File: src/design/wkc_pkg.sv
// wkc_pkg: shared constants for the five-bit wheel keystream cipher
// wheel lengths, fixed pin patterns and the position wrap functions
// no dependencies

package wkc_pkg;

	localparam int unsigned CODE_W = 5;

	localparam logic [5:0] LEN_CHI1 = 6'd41;
	localparam logic [4:0] LEN_CHI2 = 5'd31;
	localparam logic [4:0] LEN_CHI3 = 5'd29;
	localparam logic [4:0] LEN_CHI4 = 5'd26;
	localparam logic [4:0] LEN_CHI5 = 5'd23;
	localparam logic [5:0] LEN_PSI1 = 6'd43;
	localparam logic [5:0] LEN_PSI2 = 6'd47;
	localparam logic [5:0] LEN_PSI3 = 6'd51;
	localparam logic [5:0] LEN_PSI4 = 6'd53;
	localparam logic [5:0] LEN_PSI5 = 6'd59;
	localparam logic [5:0] LEN_MOT1 = 6'd61;
	localparam logic [5:0] LEN_MOT2 = 6'd37;

	// pin patterns, position zero in the leftmost bit
	localparam logic [0:40] PIN_CHI1 =
		41'b11111_00010_10110_00111_10001_01110_10001_00011_1;
	localparam logic [0:30] PIN_CHI2 =
		31'b11000_01101_01110_11010_11011_00100_0;
	localparam logic [0:28] PIN_CHI3 =
		29'b10001_00111_10011_00011_10111_1010;
	localparam logic [0:25] PIN_CHI4 =
		26'b11110_00110_10001_00011_10100_1;
	localparam logic [0:22] PIN_CHI5 =
		23'b11011_11000_00010_10001_110;
	localparam logic [0:42] PIN_PSI1 =
		43'b10110_00110_10010_10011_01010_10101_01101_01010_100;
	localparam logic [0:46] PIN_PSI2 =
		47'b11010_10101_01010_11101_10101_01010_11000_10101_01011_10;
	localparam logic [0:50] PIN_PSI3 =
		51'b10100_00100_11010_10101_01000_10110_10111_01010_10100_10100_1;
	localparam logic [0:52] PIN_PSI4 =
		53'b01010_11010_10100_00101_01001_10110_10100_11011_01011_01011_001;
	localparam logic [0:58] PIN_PSI5 =
		59'b01010_10101_01010_10110_10100_10011_01010_01001_01010_10010_00100_1010;
	localparam logic [0:60] PIN_MOT1 =
		61'b01011_11110_11010_11001_00011_10111_10001_00100_11100_01111_10101_11010_0;
	localparam logic [0:36] PIN_MOT2 =
		37'b01110_11100_01111_11111_00001_01011_11111_11;

	typedef logic [CODE_W-1:0] code_t;

	function automatic logic [5:0] step6(input logic [5:0] pos, input logic [5:0] len);
		logic [6:0] nxt;
		nxt = {1'b0, pos} + 7'd1;
		step6 = (nxt >= {1'b0, len}) ? 6'd0 : nxt[5:0];
	endfunction

	function automatic logic [4:0] step5(input logic [4:0] pos, input logic [4:0] len);
		logic [5:0] nxt;
		nxt = {1'b0, pos} + 6'd1;
		step5 = (nxt >= {1'b0, len}) ? 5'd0 : nxt[4:0];
	endfunction

endpackage

File: src/design/wkc_wheels.sv
// wkc_wheels: chi, psi and motor wheel positions and the key character
// depends on wkc_pkg

module wkc_wheels (
	input  logic           clk,
	input  logic           arst_n,
	input  logic           step,
	output wkc_pkg::code_t key
);

	logic [5:0] chi1_q;
	logic [4:0] chi2_q, chi3_q, chi4_q, chi5_q;
	logic [5:0] psi1_q, psi2_q, psi3_q, psi4_q, psi5_q;
	logic [5:0] mot1_q, mot2_q;

	logic [5:0] mot1_nxt, mot2_nxt;
	logic       psi_adv;

	assign key[4] = wkc_pkg::PIN_CHI1[chi1_q] ^ wkc_pkg::PIN_PSI1[psi1_q];
	assign key[3] = wkc_pkg::PIN_CHI2[chi2_q] ^ wkc_pkg::PIN_PSI2[psi2_q];
	assign key[2] = wkc_pkg::PIN_CHI3[chi3_q] ^ wkc_pkg::PIN_PSI3[psi3_q];
	assign key[1] = wkc_pkg::PIN_CHI4[chi4_q] ^ wkc_pkg::PIN_PSI4[psi4_q];
	assign key[0] = wkc_pkg::PIN_CHI5[chi5_q] ^ wkc_pkg::PIN_PSI5[psi5_q];

	// motor chain: mot1 steps, its new pin gates mot2, mot2 pin gates psi
	always_comb begin
		mot1_nxt = wkc_pkg::step6(mot1_q, wkc_pkg::LEN_MOT1);
		mot2_nxt = wkc_pkg::PIN_MOT1[mot1_nxt] ? wkc_pkg::step6(mot2_q, wkc_pkg::LEN_MOT2)
			: mot2_q;
		psi_adv  = wkc_pkg::PIN_MOT2[mot2_nxt];
	end

	always_ff @(posedge clk or negedge arst_n) begin
		if (!arst_n) begin
			chi1_q <= '0;
			chi2_q <= '0;
			chi3_q <= '0;
			chi4_q <= '0;
			chi5_q <= '0;
			psi1_q <= '0;
			psi2_q <= '0;
			psi3_q <= '0;
			psi4_q <= '0;
			psi5_q <= '0;
			mot1_q <= '0;
			mot2_q <= '0;
		end else if (step) begin
			chi1_q <= wkc_pkg::step6(chi1_q, wkc_pkg::LEN_CHI1);
			chi2_q <= wkc_pkg::step5(chi2_q, wkc_pkg::LEN_CHI2);
			chi3_q <= wkc_pkg::step5(chi3_q, wkc_pkg::LEN_CHI3);
			chi4_q <= wkc_pkg::step5(chi4_q, wkc_pkg::LEN_CHI4);
			chi5_q <= wkc_pkg::step5(chi5_q, wkc_pkg::LEN_CHI5);
			mot1_q <= mot1_nxt;
			mot2_q <= mot2_nxt;
			if (psi_adv) begin
				psi1_q <= wkc_pkg::step6(psi1_q, wkc_pkg::LEN_PSI1);
				psi2_q <= wkc_pkg::step6(psi2_q, wkc_pkg::LEN_PSI2);
				psi3_q <= wkc_pkg::step6(psi3_q, wkc_pkg::LEN_PSI3);
				psi4_q <= wkc_pkg::step6(psi4_q, wkc_pkg::LEN_PSI4);
				psi5_q <= wkc_pkg::step6(psi5_q, wkc_pkg::LEN_PSI5);
			end
		end
	end

	a_chi1_range: assert property (@(posedge clk) disable iff (!arst_n)
		chi1_q < wkc_pkg::LEN_CHI1) else $error("chi1 position out of range");

	a_mot_range: assert property (@(posedge clk) disable iff (!arst_n)
		mot1_q < wkc_pkg::LEN_MOT1 && mot2_q < wkc_pkg::LEN_MOT2)
		else $error("motor position out of range");

	a_hold: assert property (@(posedge clk) disable iff (!arst_n)
		!step |=> $stable(chi1_q) && $stable(mot1_q) && $stable(psi1_q))
		else $error("wheels moved without a word");

	a_chi_step: assert property (@(posedge clk) disable iff (!arst_n)
		step |=> chi5_q == wkc_pkg::step5($past(chi5_q), wkc_pkg::LEN_CHI5))
		else $error("chi5 did not step");

	a_psi_lockstep: assert property (@(posedge clk) disable iff (!arst_n)
		step |=> ($stable(psi1_q) == $stable(psi5_q)))
		else $error("psi wheels out of lockstep");

endmodule

File: src/design/wheel_keystream_cipher_5bit.sv
// wheel_keystream_cipher_5bit: top level, input register, key mix and result register
// depends on wkc_pkg and wkc_wheels

// Each word carries one five-bit teleprinter code and comes back as the code XORed
// with a key character built from ten pinwheels, together with that key. The block
// takes one word per cycle while the output side is ready: a word waits in the input
// register, and as it moves to the result register the key is mixed in and the wheels
// step; while the output side stalls the word stays in the input register.
// The wheel step path (motor wrap, pin lookup, second motor, pin lookup) sets the
// cycle time. All wheel positions return to zero on reset.

module wheel_keystream_cipher_5bit (
	input  logic        clk,
	input  logic        arst_n,
	input  logic        s_tvalid,
	output logic        s_tready,
	input  logic [7:0]  s_tdata,   // code_in[4:0], zero pad
	output logic        m_tvalid,
	input  logic        m_tready,
	output logic [15:0] m_tdata    // code_out[4:0], key_used[9:5], zero pad
);

	logic           valid_s1;
	wkc_pkg::code_t code_s1;
	logic           out_valid_q;
	wkc_pkg::code_t code_out_q;
	wkc_pkg::code_t key_out_q;
	wkc_pkg::code_t key;
	logic           out_free;
	logic           move;

	assign out_free = !out_valid_q || m_tready;
	assign move     = valid_s1 && out_free;
	assign s_tready = !valid_s1 || out_free;

	wkc_wheels u_wheels (
		.clk    (clk),
		.arst_n (arst_n),
		.step   (move),
		.key    (key)
	);

	always_ff @(posedge clk or negedge arst_n) begin
		if (!arst_n) begin
			valid_s1    <= 1'b0;
			out_valid_q <= 1'b0;
		end else begin
			if (s_tready) begin
				valid_s1 <= s_tvalid;
			end
			if (out_free) begin
				out_valid_q <= valid_s1;
			end
		end
	end

	always_ff @(posedge clk) begin
		if (s_tvalid && s_tready) begin
			code_s1 <= s_tdata[4:0];
		end
		if (move) begin
			code_out_q <= code_s1 ^ key;
			key_out_q  <= key;
		end
	end

	assign m_tvalid = out_valid_q;
	assign m_tdata  = {6'd0, key_out_q, code_out_q};

	a_ready_when_empty: assert property (@(posedge clk) disable iff (!arst_n)
		!valid_s1 |-> s_tready) else $error("input stalled while empty");

	a_move_fills: assert property (@(posedge clk) disable iff (!arst_n)
		move |=> out_valid_q) else $error("word lost on the way out");

	a_stall_holds_s1: assert property (@(posedge clk) disable iff (!arst_n)
		valid_s1 && !out_free |=> valid_s1 && $stable(code_s1))
		else $error("input stage changed while stalled");

	a_out_consistent: assert property (@(posedge clk) disable iff (!arst_n)
		out_valid_q |-> (code_out_q ^ key_out_q) == $past(code_s1, 1) || !$past(move))
		else $error("result does not match its input");

endmodule
File: config.mk
export PLATFORM = sky130hd
export DESIGN_NAME = wheel_keystream_cipher_5bit
export DESIGN_NICKNAME = d
export VERILOG_FILES = /design/src/design/wkc_pkg.sv /design/src/design/wkc_wheels.sv /design/src/design/wheel_keystream_cipher_5bit.sv
export SDC_FILE = /design/constraint.sdc
export NUM_CORES = 1
export LEC_CHECK = 0
export BUFFER_PORTS_ARGS = -buffer_cell sky130_fd_sc_hd__buf_2
export CAP_MARGIN = 20
export CELL_PAD_IN_SITES_DETAIL_PLACEMENT = 1
export CELL_PAD_IN_SITES_GLOBAL_PLACEMENT = 1
export CORE_MARGIN = 2
export CORE_UTILIZATION = 48
export DETAILED_ROUTE_END_ITERATION = 8
export MAX_ROUTING_LAYER = met4
export PLACE_DENSITY_LB_ADDON = 0.05
export SLEW_MARGIN = 20
export SYNTH_ARGS = -nofsm -noshare
export SYNTH_HDL_FRONTEND = slang
export SYNTH_SLANG_ARGS = --single-unit
File: constraint.sdc
create_clock -name clk -period 5.12 [get_ports clk]
set_input_delay 1.28 -clock clk [delete_from_list [all_inputs] [get_ports clk]]
set_output_delay 1.28 -clock clk [all_outputs]
set_load 0.01 [all_outputs]
### Word-level counts from Yosys, hierarchy flattened

Memory sizes are Yosys's and may differ from the RTL's.
Cells that the tools add are included.

* flip-flop bits (word level): 85
* ROM bits: 640
* bits of input ports: 12
* output and inout bits: 18
* word-level logic and storage cells: 127
* memories: 12

* add/sub/neg operators: 12
* $lt $le $gt $ge: 24
* muxes and demuxes: 37
* bitwise gates (word level): 18
* reductions and logical operators: 7

Memory list
* (name not given): depth 64, width 1, rd ports 1, clocked after Yosys merged registers in 0, write ports 0, RTL line wkc_wheels.sv:22 `assign key[1] = wkc_pkg::PIN_CHI4[chi4_q] ^ wkc_pkg::PIN_PSI4[psi4_q];`
* (name not given): depth 64, width 1, rd ports 1, clocked after Yosys merged registers in 0, write ports 0, RTL line wkc_wheels.sv:23 `assign key[0] = wkc_pkg::PIN_CHI5[chi5_q] ^ wkc_pkg::PIN_PSI5[psi5_q];`
* (name not given): depth 64, width 1, rd ports 1, clocked after Yosys merged registers in 0, write ports 0, RTL line wkc_wheels.sv:28 `mot2_nxt = wkc_pkg::PIN_MOT1[mot1_nxt] ? wkc_pkg::step6(mot2_q, wkc_pkg::LEN_MOT2)`
* (name not given): depth 64, width 1, rd ports 1, clocked after Yosys merged registers in 0, write ports 0, RTL line wkc_wheels.sv:30 `psi_adv = wkc_pkg::PIN_MOT2[mot2_nxt];`
* (name not given): depth 64, width 1, rd ports 1, clocked after Yosys merged registers in 0, write ports 0, RTL line wkc_wheels.sv:19 `assign key[4] = wkc_pkg::PIN_CHI1[chi1_q] ^ wkc_pkg::PIN_PSI1[psi1_q];`
* (name not given): depth 64, width 1, rd ports 1, clocked after Yosys merged registers in 0, write ports 0, RTL line wkc_wheels.sv:19
* +6 memories

Operator list (number)
* 6-bit by 1-bit adder with 7-bit output, second input constant: 8
* 7-bit by 6-bit greater-or-equal comparator with 1-bit output, second input constant: 8
* 7-bit greater-or-equal comparator, second input constant: 8
* 6-bit inverter with 7-bit output: 8
* 6-bit 2-to-1 mux: 9
* 5-bit by 1-bit adder with 6-bit output, second input constant: 4
* 6-bit by 5-bit greater-or-equal comparator with 1-bit output, second input constant: 4
* 6-bit greater-or-equal comparator, second input constant: 4
* 1-bit 2-to-1 mux: 24
* 5-bit inverter with 6-bit output: 4
* 5-bit 2-to-1 mux: 4
* 1-bit XOR: 5
* 5-bit XOR: 1
* 1-bit logical AND: 2
* 1-bit logical NOT: 2
* 1-bit logical OR: 2
* 2-bit AND reduction: 1

### Depth between registers and ports, before layout

* depth in word-level cells: 13
* mapped depth: 20
* depth with buffers taken out: 17

### Modules after synthesis

A second synthesis with hierarchy kept.

* cell total of the unflattened synthesis: 805
* area, all modules: 6896.6 µm²

Modules (own cells, without submodules)
* wkc_wheels: instances 1, cells each 770, area an instance 6249.7 µm², seq. area each 1701.6 µm²
* wheel_keystream_cipher_5bit: instances 1, cells each 35, area an instance 646.9 µm², seq. area each 500.5 µm²

### Worst setup path after synthesis

OpenSTA, ideal clock, no wires.

* kind: flip-flop to flip-flop
* from: register u_wheels.mot1_q[0]
* to: register u_wheels.psi1_q[5]
* library setup time: 0.127 ns
* arrival time: 4.168 ns
* data required time: 4.993 ns
* slack: 0.824 ns
* cell stages (with the launch flop): 20
* buffers on the path: 3
* period minus slack after synthesis: 4.296 ns
* path through: dfrtp_1 > buf_4 > inv_1 > ha_1 > or3b_1 > nor3b_1 > nand2_1 > nand3_1 > inv_1 > ha_1 > a21boi_0 > o32ai_2 > a221oi_2 > and2_1 > buf_4 > mux2i_1 > o21ai_1 > o21ai_4 > buf_6 > mux2_1

* word-level cells in the longest chain between the ends: 13

RTL lines
* start: declaration: RTL line wkc_wheels.sv:14 `logic [5:0] mot1_q, mot2_q;`
* start signal: assignment: RTL line wkc_wheels.sv:53 `mot1_q <= mot1_nxt;`
* 6-bit by 1-bit adder with 7-bit output *: RTL line wkc_pkg.sv:52 `nxt = {1'b0, pos} + 7'd1;`
* 7-bit by 6-bit greater-or-equal comparator with 1-bit output: RTL line wkc_pkg.sv:53 `step6 = (nxt >= {1'b0, len}) ? 6'd0 : nxt[5:0];`
* 6-bit 2-to-1 mux *: RTL line wkc_pkg.sv:53
* net u_wheels.mot1_nxt[0]: RTL line wkc_wheels.sv:16 `logic [5:0] mot1_nxt, mot2_nxt;`
* 6-bit inverter with 7-bit output (implied by the code) *: RTL line wkc_wheels.sv:28
* memory read 64 x 1 bit *
* 1-bit 2-to-1 mux (implied by the code) * (2 in series): RTL line wkc_wheels.sv:28
* 6-bit 2-to-1 mux *: RTL line wkc_wheels.sv:28
* 6-bit inverter with 7-bit output (implied by the code) *: RTL line wkc_wheels.sv:30
* memory read 64 x 1 bit *
* 1-bit 2-to-1 mux (implied by the code) * (2 in series): RTL line wkc_wheels.sv:30
* 2-bit AND reduction (no source line) *
* end signal: assignment: RTL line wkc_wheels.sv:56 `psi1_q <= wkc_pkg::step6(psi1_q, wkc_pkg::LEN_PSI1);`
* end: declaration: RTL line wkc_wheels.sv:13 `logic [5:0] psi1_q, psi2_q, psi3_q, psi4_q, psi5_q;`

Mark *: on every way through the listed nets, which the timed path passes. The rest lies on a longest branch. The select of a mux whose other input is x is not followed.
A chain may end at the register's enable or synchronous reset.

### Worst setup path in the final report

* from: register u_wheels.mot1_q[0]
* to: register u_wheels.psi3_q[0]

* word-level cells in the longest chain between the ends: 13

RTL lines
* 6-bit by 1-bit adder with 7-bit output *: RTL line wkc_pkg.sv:52
* 7-bit by 6-bit greater-or-equal comparator with 1-bit output: RTL line wkc_pkg.sv:53
* 6-bit 2-to-1 mux *: RTL line wkc_pkg.sv:53
* net u_wheels.mot1_nxt[0]: RTL line wkc_wheels.sv:16
* 6-bit inverter with 7-bit output (implied by the code) *: RTL line wkc_wheels.sv:28
* memory read 64 x 1 bit *
* 1-bit 2-to-1 mux (implied by the code) * (2 in series): RTL line wkc_wheels.sv:28
* 6-bit 2-to-1 mux *: RTL line wkc_wheels.sv:28
* 6-bit inverter with 7-bit output (implied by the code) *: RTL line wkc_wheels.sv:30
* memory read 64 x 1 bit *
* 1-bit 2-to-1 mux (implied by the code) * (2 in series): RTL line wkc_wheels.sv:30
* 2-bit AND reduction (no source line) *
* end signal: assignment: RTL line wkc_wheels.sv:58 `psi3_q <= wkc_pkg::step6(psi3_q, wkc_pkg::LEN_PSI3);`
* end: declaration: RTL line wkc_wheels.sv:13

Marked as above.

==> flow_summary.json <==
{
  "synth.yosys.seq_area_share": 0.328,
  "final_critical_path_required_period_ns": 4.68,
  "max_slew_margin": 0.350,
  "htreeDepth": 3,
  "data_arrival_at_the_endpoint_of_the_critical_path_ns": 4.97,
  "dieWidth_um": 122,
  "ys_seq_elements": 85,
  "period_share": 0.914,
  "postSynth.asyncResetShare": 0.824,
  "tritoncts": "yes",
  "stdcell_area_um2": 7210,
  "clock_tree.buffer_depth": 2,
  "cp_common_cell": "mux2_2",
  "fp.dieH_um": 122,
  "critical_path.startpoint_type": "register",
  "synth_warnings": 0,
  "synthesized_cell_area_um2": 6720,
  "post_cts_repair_resize_count": 0,
  "postSynthAreaPerCell_um2": 8.40,
  "synth-edff-count": 15,
  "core.rowCount": 43,
  "die_area_um2": 15000,
  "drt_drc": 0,
  "setup-violations-final": 0,
  "place_congestion": 0.832,
  "layout-drive-gt1-share": 0.0986,
  "timing_hold_violations_final": 0,
  "area.growth.synth_to_final_pct": 7.31,
  "met2_length_um": 8310,
  "min-delay-path-class": "register to register",
  "finClkSkew_ns": 0.00605,
  "post_cts_hold_buffer_count": 0,
  "cts_root_buffer": "clkbuf_16",
  "worst_path_largest_cell_delay_ns": 0.46,
  "drt_pre_antenna_iters": 4,
  "fin_tns_setup_ns": 0,
  "worst-slew-pin-transition_ns": 0.975,
  "initial_utilization": 0.488,
  "detailroute.via_count": 5835,
  "timing.setup.critical_path_class": "register to register",
  "finalWirelength_um": 16700,
  "hpwl_um": 12000,
  "postSynth.topFlopCell": "dfrtp_1",
  "irDropWorstVdd_v": 0.000358,
  "grt_first_pass_wirelength_um": 29000,
  "num-nets-final": 858,
  "critPathRequiredTime_ns": 5.41,
  "route.layer.met1.wl_um": 7890,
  "critical_path.endpoint_type": "register",
  "n_antenna_cell": 0,
  "kind_of_cell_with_the_highest_combined_delay_on_the_critical_path": "simple AND/OR/NAND/NOR gates",
  "wire_per_inst_um": 17.0,
  "grt_use_total": 0.245,
  "grt_max_degree": 71,
  "top_layer_used": "met4",
  "timing.critical_path.fanout_max": 5,
  "maxCapViolations": 0,
  "final_max_slew_viol_count": 0,
  "synth_cell_types": 78,
  "final_antenna_net_count": 0,
  "drtIter0Drc": 244,
  "timing.critical_path.slowest_stage_cell": "or3b_1",
  "cts_inserted_buffers": 9,
  "cts_num_sinks": 85,
  "coreArea_um2": 13800,
  "critical_path.n_buffers_inverters": 2,
  "worst_skew_pair_later_pin_latency_ns": 0.35,
  "timing.critical_path.cells": "inv_1 > ha_1 > or3b_1 > nor3b_1 > nand2_1 > nand3_1 > inv_1 > ha_1 > a31oi_1 > a21oi_1 > a2bb2oi_1 > and2_1 > mux2_2 > mux2_2 > a211oi_1 > mux2_2",
  "met3WireLength_um": 345,
  "grt_antenna_before_repair": 0,
  "r2r_slack_ns": 0.44,
  "syn-instance-count": 800,
  "max_freq_mhz": 214,
  "globalRoute.totalOverflow": 0,
  "final_core_utilization": 0.524,
  "rsz0062_at_grt": "false",
  "pwr_density_cell_nw_per_um2": 668,
  "outcome": "finished clean",
  "number_of_global_route_vias_before_repair": 5977,
  "route.detailed.vias_per_inst": 5.95,
  "p_leak_nw": 2.99,
  "clkSlewWorstSetupHoldPaths_ns": 0.06,
  "placed_cell_area_um2": 6950,
  "io-pin-count": 30,
  "post-cts-setup-buffers": 0,
  "buffer_ports.inserted": 20
}
-- through the flow --
stage               cells  total power (W)  setup WS (ns)  hold slack (ns)
floorplan             805          0.00347          0.824            0.457
global placement      965          0.00405          0.572            0.465
detailed placement    965          0.00421          0.474            0.492
CTS                   981          0.00485          0.457            0.507
global route          981          0.00528         0.0572            0.533
finish                981          0.00482          0.438            0.502
-- layout make-up --
cell class | count | area (µm²)
fillers | 1662 | 6560
well taps | 180 | 225
multi-input cells | 610 | 4080
flip-flops and latches | 85 | 2200
repair buffers | 34 | 233
inverters | 56 | 210
clock inverters | 6 | 40.0
clock buffers | 10 | 229
-- path summary, 6_finish.rpt --
| check | end | depth (start not counted) | from |
|---|---|---|---|
| setup / recovery | u_wheels.psi3_q[0] | 16 | u_wheels.mot1_q[0] |
| hold / removal | m_tvalid | 1 | valid_s1 |
| setup reg to reg | u_wheels.psi3_q[0] | 16 | u_wheels.mot1_q[0] |
| hold reg to reg | m_tvalid | 1 | valid_s1 |
| max in group asynchronous | u_wheels.psi5_q[3] | 1 | arst_n |
| min in group asynchronous | u_wheels.mot1_q[2] | 1 | arst_n |
-- worst register-to-register path, stage by stage (launching register included) --
cell and delay, ns:
dfrtp_1 0.38, inv_1 0.15, ha_1 0.29, or3b_1 0.46
nor3b_1 0.21, nand2_1 0.16, nand3_1 0.18, inv_1 0.18
ha_1 0.28, a31oi_1 0.14, a21oi_1 0.19, a2bb2oi_1 0.30
and2_1 0.31, mux2_2 0.40, mux2_2 0.29, a211oi_1 0.46
mux2_2 0.25
-- power breakdown --
group | switching (W) | leakage, nW | internal (W)
clock network | 0.000284 | 0.124 | 0.000327
registers | 0.000501 | 1.01 | 0.00101
logic | 0.00151 | 1.85 | 0.00119
total | 0.00229 | 2.99 | 0.00253
-- flip-flops by register name, summed over array words and instances (netlist names) --
name and count:
valid_s1 1, code_out_q 5, u_wheels.chi2_q 5, code_s1 5, u_wheels.chi5_q 5, u_wheels.chi1_q 6, u_wheels.psi3_q 6, u_wheels.chi3_q 5
m_tvalid 1, u_wheels.mot2_q 6, u_wheels.psi1_q 6, u_wheels.psi2_q 6, u_wheels.psi5_q 6, u_wheels.psi4_q 6, key_out_q 5, u_wheels.chi4_q 5
u_wheels.mot1_q 6
-- cells by family after synthesis --
logic type,synth area share
other,0.000558
DFF,0.328
muxes,0.0551
and+or+nand+nor,0.183
xor gates and xnor gates,0.0339
adders and majority gates,0.0945
buffers and inverters,0.0690
AOI/OAI and AO/OA,0.236
-- Yosys cell counts, drive strengths merged, types with 3 or more instances --
| library cell | number | area share |
|---|---|---|
| o21ai | 92 | 0.070 |
| nand2 | 78 | 0.044 |
| dfrtp | 70 | 0.26 |
| inv | 56 | 0.031 |
| a21oi | 53 | 0.039 |
| ha | 50 | 0.093 |
| nor2 | 45 | 0.026 |
| clkbuf | 38 | 0.021 |
| nand3 | 33 | 0.025 |
| mux2 | 18 | 0.030 |
| buf | 16 | 0.017 |
| nor3 | 16 | 0.013 |
| edfxtp | 15 | 0.067 |
| nand2b | 14 | 0.013 |
| xnor2 | 14 | 0.018 |
| nor2b | 13 | 0.012 |
| a211oi | 12 | 0.015 |
| xor2 | 12 | 0.016 |
| mux2i | 11 | 0.018 |
| or3 | 11 | 0.010 |
| o22ai | 10 | 0.0093 |
| a31oi | 9 | 0.0084 |
| and3 | 9 | 0.0084 |
| o2bb2ai | 9 | 0.012 |
| o31ai | 8 | 0.0089 |
| and2 | 7 | 0.0065 |
| o211ai | 7 | 0.0078 |
| o32ai | 7 | 0.010 |
| nand3b | 5 | 0.0056 |
| a221oi | 4 | 0.0061 |
| o221ai | 4 | 0.0052 |
| a2111oi | 3 | 0.0050 |
| a22o | 3 | 0.0039 |
| a22oi | 3 | 0.0033 |
| a311oi | 3 | 0.0039 |
| nor4 | 3 | 0.0028 |
| or2 | 3 | 0.0028 |
| or4 | 3 | 0.0033 |
-- per-layer routing --
layer | GRT usage | vias to the layer above
li1 | - | 2853
met1 | 0.308 | 2912
met2 | 0.418 | 59
met3 | 0.0330 | 11
met4 | 0.0611 | 0
met5 | - | -
-- cells in the final DEF (no fill, tap or decap), types with 10 or more instances in the layout --
| cell type | count |
|---|---|
| o21ai_0 | 88 |
| nand2_1 | 78 |
| dfrtp_1 | 70 |
| inv_1 | 56 |
| a21oi_1 | 53 |
| ha_1 | 50 |
| nor2_1 | 44 |
| nand3_1 | 32 |
| buf_2 | 19 |
| nor3_1 | 15 |
| edfxtp_1 | 15 |
| xnor2_1 | 14 |
| nand2b_1 | 14 |
| mux2_2 | 13 |
| nor2b_1 | 13 |
| buf_4 | 13 |
| xor2_1 | 12 |
| or3_1 | 11 |
| a211oi_1 | 11 |
| o22ai_1 | 10 |
| mux2i_1 | 10 |
(Power assumes the default switching activity.)
